===== src/rtl/pfmq_pkg.sv =====
// shared types and constants of the paced fan-out message queue
package pfmq_pkg;

  // default sizes handed to the top level parameters
  localparam int unsigned QueueDepthDefault    = 8;
  localparam int unsigned MaxRecipientsDefault = 16;

  // configuration register indexes (word address paddr[3:2])
  localparam logic [1:0] RegRecipientCount = 2'd0;
  localparam logic [1:0] RegSendSpacing    = 2'd1;
  localparam logic [1:0] RegRetryInterval  = 2'd2;

  // register reset values
  localparam logic [4:0]  RecipientCountReset = 5'd1;
  localparam logic [31:0] SendSpacingReset    = 32'd3000;
  localparam logic [31:0] RetryIntervalReset  = 32'd10000;

  // action codes of an input transaction
  localparam logic ActionEnqueue = 1'b0;
  localparam logic ActionTick    = 1'b1;

  // input transaction
  typedef struct packed {
    logic        action;
    logic [15:0] message_handle;
    logic [31:0] now_time;
    logic        link_up;
  } in_t;

  // result transaction
  typedef struct packed {
    logic        accepted;
    logic        reconnect_request;
    logic        send_valid;
    logic [3:0]  recipient_index;
    logic [15:0] sent_handle;
    logic        message_done;
    logic        discarded;
    logic [3:0]  queue_level;
  } out_t;

  // per-cell control: load from the write port or shift from the upper neighbor
  typedef struct packed {
    logic shift;
    logic load;
  } cell_ctrl_t;

endpackage


===== src/rtl/pfmq_cell.sv =====
// one storage cell of the handle queue chain
module pfmq_cell
  import pfmq_pkg::*;
(
  input  logic        clk_i,
  input  cell_ctrl_t  ctrl_i,
  input  logic [15:0] wdata_i,
  input  logic [15:0] next_i,
  output logic [15:0] data_o
);

  logic [15:0] data_q;
  logic [15:0] data_d;

  // a new handle lands here, or the upper neighbor moves down on a pop
  always_comb begin
    data_d = data_q;
    if (ctrl_i.load) begin
      data_d = wdata_i;
    end else if (ctrl_i.shift) begin
      data_d = next_i;
    end
  end

  always_ff @(posedge clk_i) begin
    data_q <= data_d;
  end

  assign data_o = data_q;

endmodule


===== src/rtl/pfmq_chain.sv =====
// row of handle cells: head at cell 0, pop shifts every cell down by one
module pfmq_chain
  import pfmq_pkg::*;
#(
  parameter int unsigned QUEUE_DEPTH = QueueDepthDefault,
  localparam int unsigned FillW      = $clog2(QUEUE_DEPTH + 1)
) (
  input  logic             clk_i,
  input  logic             push_i,
  input  logic             pop_i,
  input  logic [FillW-1:0] tail_i,
  input  logic [15:0]      wdata_i,
  output logic [15:0]      head_o
);

  logic [15:0] cell_data [QUEUE_DEPTH];

  for (genvar i = 0; i < QUEUE_DEPTH; i++) begin : g_cell
    cell_ctrl_t  ctrl;
    logic [15:0] upper;

    // only the cell at the tail position takes a pushed handle
    assign ctrl.load  = push_i && (tail_i == FillW'(i));
    assign ctrl.shift = pop_i;

    if (i == QUEUE_DEPTH - 1) begin : g_last
      assign upper = wdata_i;
    end else begin : g_mid
      assign upper = cell_data[i+1];
    end

    pfmq_cell u_pfmq_cell (
      .clk_i   (clk_i),
      .ctrl_i  (ctrl),
      .wdata_i (wdata_i),
      .next_i  (upper),
      .data_o  (cell_data[i])
    );
  end

  assign head_o = cell_data[0];

endmodule


===== src/rtl/paced_fanout_message_queue_top.sv =====
// top level of the paced fan-out message queue: config registers, pacing control, result
//
// channel   | direction | handshake                          | payload
// ----------+-----------+------------------------------------+----------------------
// command   | in        | start high while busy low          | in_data_i (in_t)
// result    | out       | result_valid_o high for one cycle  | result_o (out_t)
// config    | in/out    | psel, penable, pwrite, pready high | pwdata / prdata
//
// every transaction produces exactly one result, in the cycle after it is taken
// busy stays low: a transaction is taken on every cycle that start is high, with
// combinational compares, counter updates and at most one cell-chain access each
// reset clears the queue fill count, recipient counter and time stamps, and sets the registers to their reset values
// results are never held back: the receiver takes each one in its single strobe cycle
module paced_fanout_message_queue_top
  import pfmq_pkg::*;
#(
  parameter int unsigned QUEUE_DEPTH    = QueueDepthDefault,
  parameter int unsigned MAX_RECIPIENTS = MaxRecipientsDefault
) (
  input  logic        clk_i,
  input  logic        rst_ni,
  input  logic        start,
  output logic        busy,
  input  in_t         in_data_i,
  output logic        result_valid_o,
  output out_t        result_o,
  input  logic        psel,
  input  logic        penable,
  input  logic        pwrite,
  input  logic [3:0]  paddr,
  input  logic [31:0] pwdata,
  output logic [31:0] prdata,
  output logic        pready
);

  localparam int unsigned FillW  = $clog2(QUEUE_DEPTH + 1);
  localparam int unsigned CntRaw = $clog2(MAX_RECIPIENTS + 1);
  localparam int unsigned CntW   = (CntRaw > 5) ? CntRaw : 5;

  // configuration registers
  logic [4:0]  rcount_q;
  logic [31:0] spacing_q;
  logic [31:0] retry_q;

  // control state
  logic [FillW-1:0] fill_q, fill_d;
  logic [CntW-1:0]  recip_q, recip_d;
  logic [31:0]      last_send_q, last_send_d;
  logic [31:0]      last_retry_q, last_retry_d;

  // result register
  logic result_valid_q;
  out_t result_q, result_d;

  logic        accept;
  logic        cfg_write;
  logic        push;
  logic        pop;
  logic [15:0] head;
  logic [CntW-1:0]  count_ext;
  logic [CntW-1:0]  count_eff;
  logic [CntW-1:0]  recip_next;
  logic [FillW+3:0] level_wide;
  logic [CntW+3:0]  index_wide;
  logic             retry_due;
  logic             send_due;
  logic             full;

  assign busy      = 1'b0;
  assign pready    = 1'b1;
  assign accept    = start && !busy;
  assign cfg_write = psel && penable && pwrite && pready;

  // register writes
  always_ff @(posedge clk_i or negedge rst_ni) begin
    if (!rst_ni) begin
      rcount_q  <= RecipientCountReset;
      spacing_q <= SendSpacingReset;
      retry_q   <= RetryIntervalReset;
    end else if (cfg_write) begin
      unique case (paddr[3:2])
        RegRecipientCount: rcount_q  <= pwdata[4:0];
        RegSendSpacing:    spacing_q <= pwdata;
        RegRetryInterval:  retry_q   <= pwdata;
        default: ;
      endcase
    end
  end

  // register reads
  always_comb begin
    unique case (paddr[3:2])
      RegRecipientCount: prdata = {27'd0, rcount_q};
      RegSendSpacing:    prdata = spacing_q;
      RegRetryInterval:  prdata = retry_q;
      default:           prdata = 32'd0;
    endcase
  end

  // recipient count clamped to the supported maximum
  assign count_ext = CntW'(rcount_q);
  assign count_eff = (count_ext > CntW'(MAX_RECIPIENTS)) ? CntW'(MAX_RECIPIENTS) : count_ext;
  assign recip_next = recip_q + CntW'(1);

  // wrapping elapsed-time checks
  assign retry_due = (in_data_i.now_time - last_retry_q) >= retry_q;
  assign send_due  = (in_data_i.now_time - last_send_q) >= spacing_q;
  assign full      = (fill_q == FillW'(QUEUE_DEPTH));

  // per-transaction decision
  always_comb begin
    fill_d       = fill_q;
    recip_d      = recip_q;
    last_send_d  = last_send_q;
    last_retry_d = last_retry_q;
    push         = 1'b0;
    pop          = 1'b0;
    result_d     = '0;

    if (in_data_i.action == ActionEnqueue) begin
      if (!full) begin
        push              = 1'b1;
        fill_d            = fill_q + FillW'(1);
        result_d.accepted = 1'b1;
      end
    end else if (!in_data_i.link_up) begin
      if (retry_due) begin
        last_retry_d               = in_data_i.now_time;
        result_d.reconnect_request = 1'b1;
      end
    end else if ((fill_q != '0) && send_due) begin
      if (count_eff == '0) begin
        pop               = 1'b1;
        fill_d            = fill_q - FillW'(1);
        result_d.discarded = 1'b1;
      end else begin
        result_d.send_valid  = 1'b1;
        result_d.sent_handle = head;
        last_send_d          = in_data_i.now_time;
        if (recip_next >= count_eff) begin
          recip_d               = '0;
          pop                   = 1'b1;
          fill_d                = fill_q - FillW'(1);
          result_d.message_done = 1'b1;
        end else begin
          recip_d = recip_next;
        end
      end
    end

    index_wide               = {4'd0, recip_q};
    result_d.recipient_index = result_d.send_valid ? index_wide[3:0] : 4'd0;
    level_wide               = {4'd0, fill_d};
    result_d.queue_level     = level_wide[3:0];
  end

  // control state update
  always_ff @(posedge clk_i or negedge rst_ni) begin
    if (!rst_ni) begin
      fill_q         <= '0;
      recip_q        <= '0;
      last_send_q    <= '0;
      last_retry_q   <= '0;
      result_valid_q <= 1'b0;
    end else begin
      result_valid_q <= accept;
      if (accept) begin
        fill_q       <= fill_d;
        recip_q      <= recip_d;
        last_send_q  <= last_send_d;
        last_retry_q <= last_retry_d;
      end
    end
  end

  // result payload
  always_ff @(posedge clk_i) begin
    if (accept) begin
      result_q <= result_d;
    end
  end

  assign result_valid_o = result_valid_q;
  assign result_o       = result_q;

  // handle storage chain
  pfmq_chain #(
    .QUEUE_DEPTH (QUEUE_DEPTH)
  ) u_pfmq_chain (
    .clk_i   (clk_i),
    .push_i  (accept && push),
    .pop_i   (accept && pop),
    .tail_i  (fill_q),
    .wdata_i (in_data_i.message_handle),
    .head_o  (head)
  );

endmodule

===== config.mk =====
export PLATFORM = sky130hd
export DESIGN_NAME = paced_fanout_message_queue_top
export DESIGN_NICKNAME = d
export VERILOG_FILES = /design/src/rtl/pfmq_pkg.sv /design/src/rtl/pfmq_cell.sv /design/src/rtl/pfmq_chain.sv /design/src/rtl/paced_fanout_message_queue_top.sv
export SDC_FILE = /design/constraint.sdc
export NUM_CORES = 1
export LEC_CHECK = 0
export BUFFER_PORTS_ARGS = -buffer_cell sky130_fd_sc_hd__buf_2
export CORE_MARGIN = 2
export CORE_UTILIZATION = 25
export CTS_CLUSTER_SIZE = 40
export DETAILED_ROUTE_END_ITERATION = 10
export SLEW_MARGIN = 20
export SYNTH_ARGS = -nofsm -noshare
export SYNTH_HDL_FRONTEND = slang
export SYNTH_HIERARCHICAL = 1
export SYNTH_SLANG_ARGS = --single-unit

===== constraint.sdc =====
create_clock -name clk_i -period 9 [get_ports clk_i]
set_input_delay 0.45 -clock clk_i [delete_from_list [all_inputs] [get_ports clk_i]]
set_output_delay 0.45 -clock clk_i [all_outputs]
set_load 0.005 [all_outputs]

==> impl_metrics.csv, run 1 <==
group,metric,value,unit
global_routing,grt_max_degree,74,
placed_design,post-place-ws,2.38,ns
logic_synthesis,synth_mux_area_share,13.0,%
detailed_routing,first_pass_iters,7,
status,status,"complete, no violations",
sta,period_minus_slack,6.42,ns
finish,final_nets,1937,
clock_network,clk_root_buffer_cell,"clkbuf_16",
logic_synthesis,syn-cell-area,17800,µm²
critical_path,crit_chain,"inv_1 -> ha_1 -> nand3b_1 -> a2111oi_0 -> a311oi_1 -> o211ai_1 -> o21a_1 -> a41o_1 -> a31o_1 -> a21oi_1 -> xnor2_1 -> ha_1 -> nand4_1 -> or4_1 -> o31ai_4 -> and4bb_2 -> buf_4 -> nand2_1 -> o21ai_1",
detailed_routing,drt-met1-wl,20.0,mm
critical_path,max_stage_delay,1.02,ns
logic_synthesis,postSynth.asyncResetShare,47.7,%
logic_synthesis,synthAdderAreaFrac,9.64,%
logic_synthesis,ys_warn_count,6,
flow_run,maxCapViolations,0,
detailed_routing,routed.top_layer,"met5",
detailed_routing,routed_via_density,4.54,
detailed_routing,drt-initial-drc-count,833,
sta,hold_violations,0,
critical_path,cp.arrival,6.87,ns
floorplanning,rows,97,
clock_network,cts_num_sinks,300,
critical_path,cp-end-kind,"flop",
floorplanning,pin_count,156,
sta,max-slew-margin-rel,27.8,%
sta,max_freq,0.156,GHz
finish,final_util,29.3,%
clock_network,clk_latency,0.54,ns
clock_network,cts_buffers,37,
finish,synthToLayoutAreaGrowth,15.6,%
clock_network,cts_tree,"yes",
floorplanning,die-area,73300,µm²
clock_network,cts_resized,0,
detailed_routing,final_antenna_net_count,0,
sta,rsz0062_at_grt,"false",
clock_network,cts_post_setup_buffers_inserted,0,
detailed_routing,wl_met3,2.54,mm
logic_synthesis,synth_xor_xnor_area_share,3.30,%
sta,slew_violations,0,
global_routing,grt_pass1_vias,12200,
logic_synthesis,ys_seq_area_share,46.7,%
power,power.total,6360,µW
logic_synthesis,synth_compound_area_share,12.8,%
power,p_per_area,309,nW/µm²
floorplanning,dieHeight,271,µm
logic_synthesis,synthSimpleGateAreaFrac,8.76,%
sta,worst_pin_slew,1.08,ns
logic_synthesis,synth_cell_types,73,
logic_synthesis,synth-edff-count,157,
global_routing,grt_use_total,12.0,%
power,p_leak,0.00880,µW
sta,timing.final.crit_share,71.3,%
sta,setup_slack,2.58,ns
logic_synthesis,synth-seq-cells,300,
critical_path,cpMostUsedCell,"ha_1",
floorplanning,dieWidth,271,µm
clock_network,htreeDepth,2,
detailed_routing,vias,12200,
logic_synthesis,synth_fp_nets,1795,
floorplanning,start_util,25.3,%
power,vdd_drop_max,0.137,mV
finish,n_fill_cell,7164,
finish,layout_common_cells,"157 x edfxtp_1, 150 x inv_1, 150 x buf_2",
sta,whs,0.128,ns
sta,setup_viol,0,
critical_path,crit_type,"flop to flop",
floorplanning,core,70300,µm²
global_routing,antenna_found_initial,10,
logic_synthesis,synth_top_family_by_area,"multiplexers",
clock_network,clk_pin_slew_worst_paths,0.06,ns
clock_network,cts_max_path_buffers,3,
hold_path,hp-class,"input pin to flop",
placed_design,gp_congestion,0.860,
detailed_routing,drt_wl_total,44.5,mm
sta,fin_skew,0.0158,ns
sta,tns,0,ns
finish,final_common_cell,"edfxtp_1",
global_routing,grt_overflow,0,
logic_synthesis,synth.avg_cell_area,11.4,µm²
global_routing,grt_pass1_wl,69.4,mm
logic_synthesis,synthCells,1567,
clock_network,ctsHoldBuffers,1,
placed_design,dp_hpwl,33.9,mm
finish,drive_above_1_share,22.6,%
critical_path,slowest_stage,"and4bb_2",
critical_path,cp.required,9.46,ns
critical_path,cp-start-kind,"flop",
critical_path,path_max_fanout,40,
detailed_routing,routedWlPerCell,16.6,µm
placed_design,port_buffers,151,
detailed_routing,met2_length,21.0,mm
logic_synthesis,synthFlopType,"edfxtp_1",
detailed_routing,drc,0,
## where the power goes
part	internal (µW)	total [µW]	switching [µW]
clock network	835	1430	598
registers	1820	1980	158
logic	1300	2950	1660
total	3950	6360	2410
## final cells by class
| cell class | count | area [µm²] | share of cell area, % |
|---|---|---|---|
| diodes | 6 | 15.0 | 0.0730 |
| clock buffers | 48 | 1020 | 4.96 |
| clock inverters | 17 | 140 | 0.681 |
| inverters | 150 | 563 | 2.74 |
| multi-input cells | 1057 | 8500 | 41.3 |
| flip-flops and latches | 300 | 8310 | 40.4 |
| well taps | 940 | 1180 | 5.72 |
| repair buffers | 163 | 858 | 4.17 |
## cells in the mapped netlist, types with 39 or more instances
cell	number	share of area, %
edfxtp_1	157	26
inv_1	150	3.2
nand2_1	138	2.9
ha_1	134	9.4
dfrtp_1	130	18
o21ai_0	87	2.4
mux2_4	72	6.1
mux2_2	64	4.0
a21oi_1	58	1.6
a21o_1	52	2.2
nor2_1	52	1.1
xnor2_1	51	2.5
o21ai_1	41	1.2
mux2_1	39	2.5
## routing by layer
metal,global-route usage (%),vias to the layer above
met3,2.15,59
met4,3.04,4
met5,0,-
met1,16.0,5892
li1,-,5910
met2,20.1,319
## through the flow
step	instances	area, µm²
5_1_grt	2675	20600
3_3_place_gp	2609	19400
3_5_place_dp	2609	19400
4_1_cts	2675	20600
2_1_floorplan	1567	17800
6_report	2681	20600
## logic make-up after synthesis
group / Yosys count
compound gates: 347
xor+xnor: 67
fa+ha+maj: 136
buf+inv: 210
flops: 300
mux: 182
other cells: 2
simple gates: 323
## sequential cells by signal (all words and copies together) (netlist names)
signal,flops
spacing_q,32
result_valid_o,1
recip_q,5
count_ext,5
retry_q,32
result_o,29
last_retry_q,32
u_pfmq_chain/g_cell.u_pfmq_cell/data_o,128
fill_q,4
last_send_q,32
## critical path: cells and delay by family, from the launching register on
| kind | cells | cell delay (ns) |
|---|---|---|
| AND/OR/NAND/NOR | 5 | 2.16 |
| adder cells (fa/ha/maj) | 2 | 0.66 |
| AO/OA/AOI/OAI | 9 | 2.54 |
| flip-flops | 1 | 0.32 |
| XOR/XNOR | 1 | 0.14 |
| buffers and inverters | 2 | 0.49 |
## worst paths after layout
check,from,end,slack (ns),cells after the start
worst max-delay path,last_send_q[2],last_send_q[1],2.58,19
worst min-delay path,pwdata[24],spacing_q[24],0.13,3
worst max register to register,last_send_q[2],last_send_q[1],2.58,19
worst min register to register,last_retry_q[27],last_retry_q[27],0.49,1
max in group asynchronous,rst_ni,last_retry_q[8],7.27,3
min in group asynchronous,rst_ni,retry_q[7],0.49,2
(Power assumes the default switching activity.)
==> inputs of run 2 (changes only) <==
Clock period 9 ns to 5.25 ns, I/O delays scaled along.
==> run 2 against run 1 <==
  * Worst hold slack lost 0.098 ns
  * Die area is the same
  * Clock skew grew 0.020 ns
  * Register-to-register slack lost 2.6 ns
  * Via count grew 4.7%
  * Cell count grew 4.5%
  * Critical path type unchanged
  * First-iteration DRC count shrank 3.7%
  * Combinational power grew 97%
  * Routed wire length grew 5.3%
  * Largest cell class unchanged
  * Setup slack lost 2.6 ns
  * Total power grew 85%
==> impl_metrics.csv, run 2 (synthesized netlist as in run 1, its figures left out) <==
group,metric,value,unit
clock_network,cts_buffers,38,
power,swShare,37.8,%
hold_path,hp-class,"input pin to flop",
placed_design,dp_hpwl,35.4,mm
sta,setup_viol,0,
power,p_per_area,531,nW/µm²
floorplanning,rows,97,
detailed_routing,first_pass_iters,5,
placed_design,place_inst,2665,
finish,layout_common_cells,"157 x edfxtp_1, 150 x inv_1, 150 x buf_2",
critical_path,cp-start-kind,"flop",
status,status,"complete, no violations",
clock_network,cts_num_sinks,300,
critical_path,cp.arrival,5.66,ns
finish,n_antenna_cell,0,
clock_network,clk_root_buffer_cell,"clkbuf_16",
critical_path,crit_buf_inv,7,
sta,worst_pin_slew,1.08,ns
global_routing,grt_overflow,0,
power,vdd_drop_max,0.253,mV
global_routing,grt_pass1_vias,13000,
global_routing,grt_use_total,12.6,%
finish,final_common_cell,"edfxtp_1",
critical_path,slowest_stage,"a2111o_1",
critical_path,max_stage_delay,0.47,ns
finish,n_fill_cell,7090,
global_routing,antenna_found_initial,3,
detailed_routing,drc,0,
detailed_routing,routedWlPerCell,16.7,µm
sta,timing.final.crit_share,99.9,%
clock_network,cts_tree,"yes",
floorplanning,dieWidth,271,µm
power,power.switching,4430,µW
clock_network,htreeDepth,2,
floorplanning,core,70300,µm²
power,intPower,7310,µW
floorplanning,start_util,25.3,%
detailed_routing,drt-initial-drc-count,802,
finish,final_nets,2060,
sta,period_minus_slack,5.24,ns
critical_path,cp-end-kind,"flop",
critical_path,cp.required,5.67,ns
floorplanning,pin_count,156,
critical_path,crit_type,"flop to flop",
detailed_routing,drt_wl_total,46.9,mm
sta,max_freq,0.191,GHz
detailed_routing,vias,12800,
power,pwr-share-clk,21.6,%
sta,rsz0062_at_grt,"true",
sta,max-slew-margin-rel,28.3,%
sta,fin_skew,0.0354,ns
power,power_frac_comb,49.5,%
sta,hold_violations,0,
clock_network,cts_max_path_buffers,3,
finish,largest_reg_flops,128,
clock_network,clk_pin_slew_worst_paths,0.06,ns
detailed_routing,routed_via_density,4.55,
critical_path,path_max_fanout,7,
global_routing,grt_pass1_wl,73.2,mm
flow_run,maxCapViolations,0,
detailed_routing,final_antenna_net_count,0,
global_routing,grt_max_degree,90,
power,power.total,11700,µW
floorplanning,dieHeight,271,µm
critical_path,cp_top_family,"compound AO/OA/AOI/OAI gates",
finish,synthToLayoutAreaGrowth,24.3,%
power,p_leak,0.00948,µW
finish,drive_above_1_share,26.6,%
sta,slew_violations,0,
clock_network,clk_latency,0.56,ns
placed_design,gp_congestion,0.883,
finish,fin_cells,2801,
power,pwr-share-seq,28.9,%
floorplanning,die-area,73300,µm²
placed_design,port_buffers,151,
run 2: power by group through the flow:
stage               logic (µW)  registers [µW]  clock network [µW]
global placement          5290            3420                   0
global route              6480            3460                2720
floorplan                 3850            3340                   0
CTS                       5650            3400                2620
finish                    5810            3400                2530
detailed placement        5440            3440                   0
run 2: worst paths after layout:
check                            startpoint          endpoint  slack (ns)  depth (start not counted)
setup / recovery            last_retry_q[0]  last_retry_q[25]       0.007                         25
hold / removal                in_data_i[20]   last_send_q[19]        0.03                          3
setup reg to reg            last_retry_q[0]  last_retry_q[25]       0.007                         25
hold reg to reg            last_retry_q[15]  last_retry_q[15]        0.49                          1
max in group asynchronous            rst_ni       retry_q[27]        3.59                          3
min in group asynchronous            rst_ni  last_retry_q[11]        0.36                          2
run 2: per-layer routing:
metal  part of all wire, %  up-vias  GRT usage [%]
li1                      -     6145              -
met1                    45     6215           16.6
met2                    48      333           21.4
met3                   5.5       57           2.47
met4                   1.6        2           2.75
met5                 0.017        -              0
run 2: repair_timing:
item	CTS	global route
endpoints found under the hold margin	182	0
setup buffers	4	4
setup endpoints to repair	184	219
gates resized for setup	24	27
pin swaps	9	23
hold buffers	57	0
cloned	2	0
run 2: worst reg2reg max path, delay by kind of cell, from the launching register on:
kind	cells	cell delay, ns
flip-flops	1	0.35
AND/OR/NAND/NOR	3	0.34
AO/OA/AOI/OAI	11	2.25
multiplexers	1	0.32
adder cells (fa/ha/maj)	3	0.81
buffers and inverters	7	1.04
run 2: through the flow:
| stage | TNS [ns] | area, µm² | utilization, % | hold WS, ns | setup WS [ns] |
|---|---|---|---|---|---|
| final | 0 | 22100 | 31.5 | 0.0299 | 0.00687 |
| after global routing | -6.03 | 22100 | 31.5 | 0.0199 | -0.246 |
| after CTS | 0 | 21900 | 31.2 | 0.00219 | 0.000681 |
| after detailed placement | -32.26 | 20000 | 28.4 | 0.434 | -0.202 |
| after global placement | -21.14 | 20000 | 28.4 | 0.415 | -0.141 |
| after floorplan | 0 | 17800 | - | -0.0331 | 0.341 |
run 2: area by class of cell:
cell class              count  area (µm²)  share of cell area [%]
clock buffers              60        1100                    4.99
well taps                 940        1180                    5.32
flip-flops and latches    300        8310                    37.6
repair buffers            285        2140                    9.67
multi-input cells        1057        8730                    39.5
inverters                 150         563                    2.55
clock inverters             9        98.8                   0.447
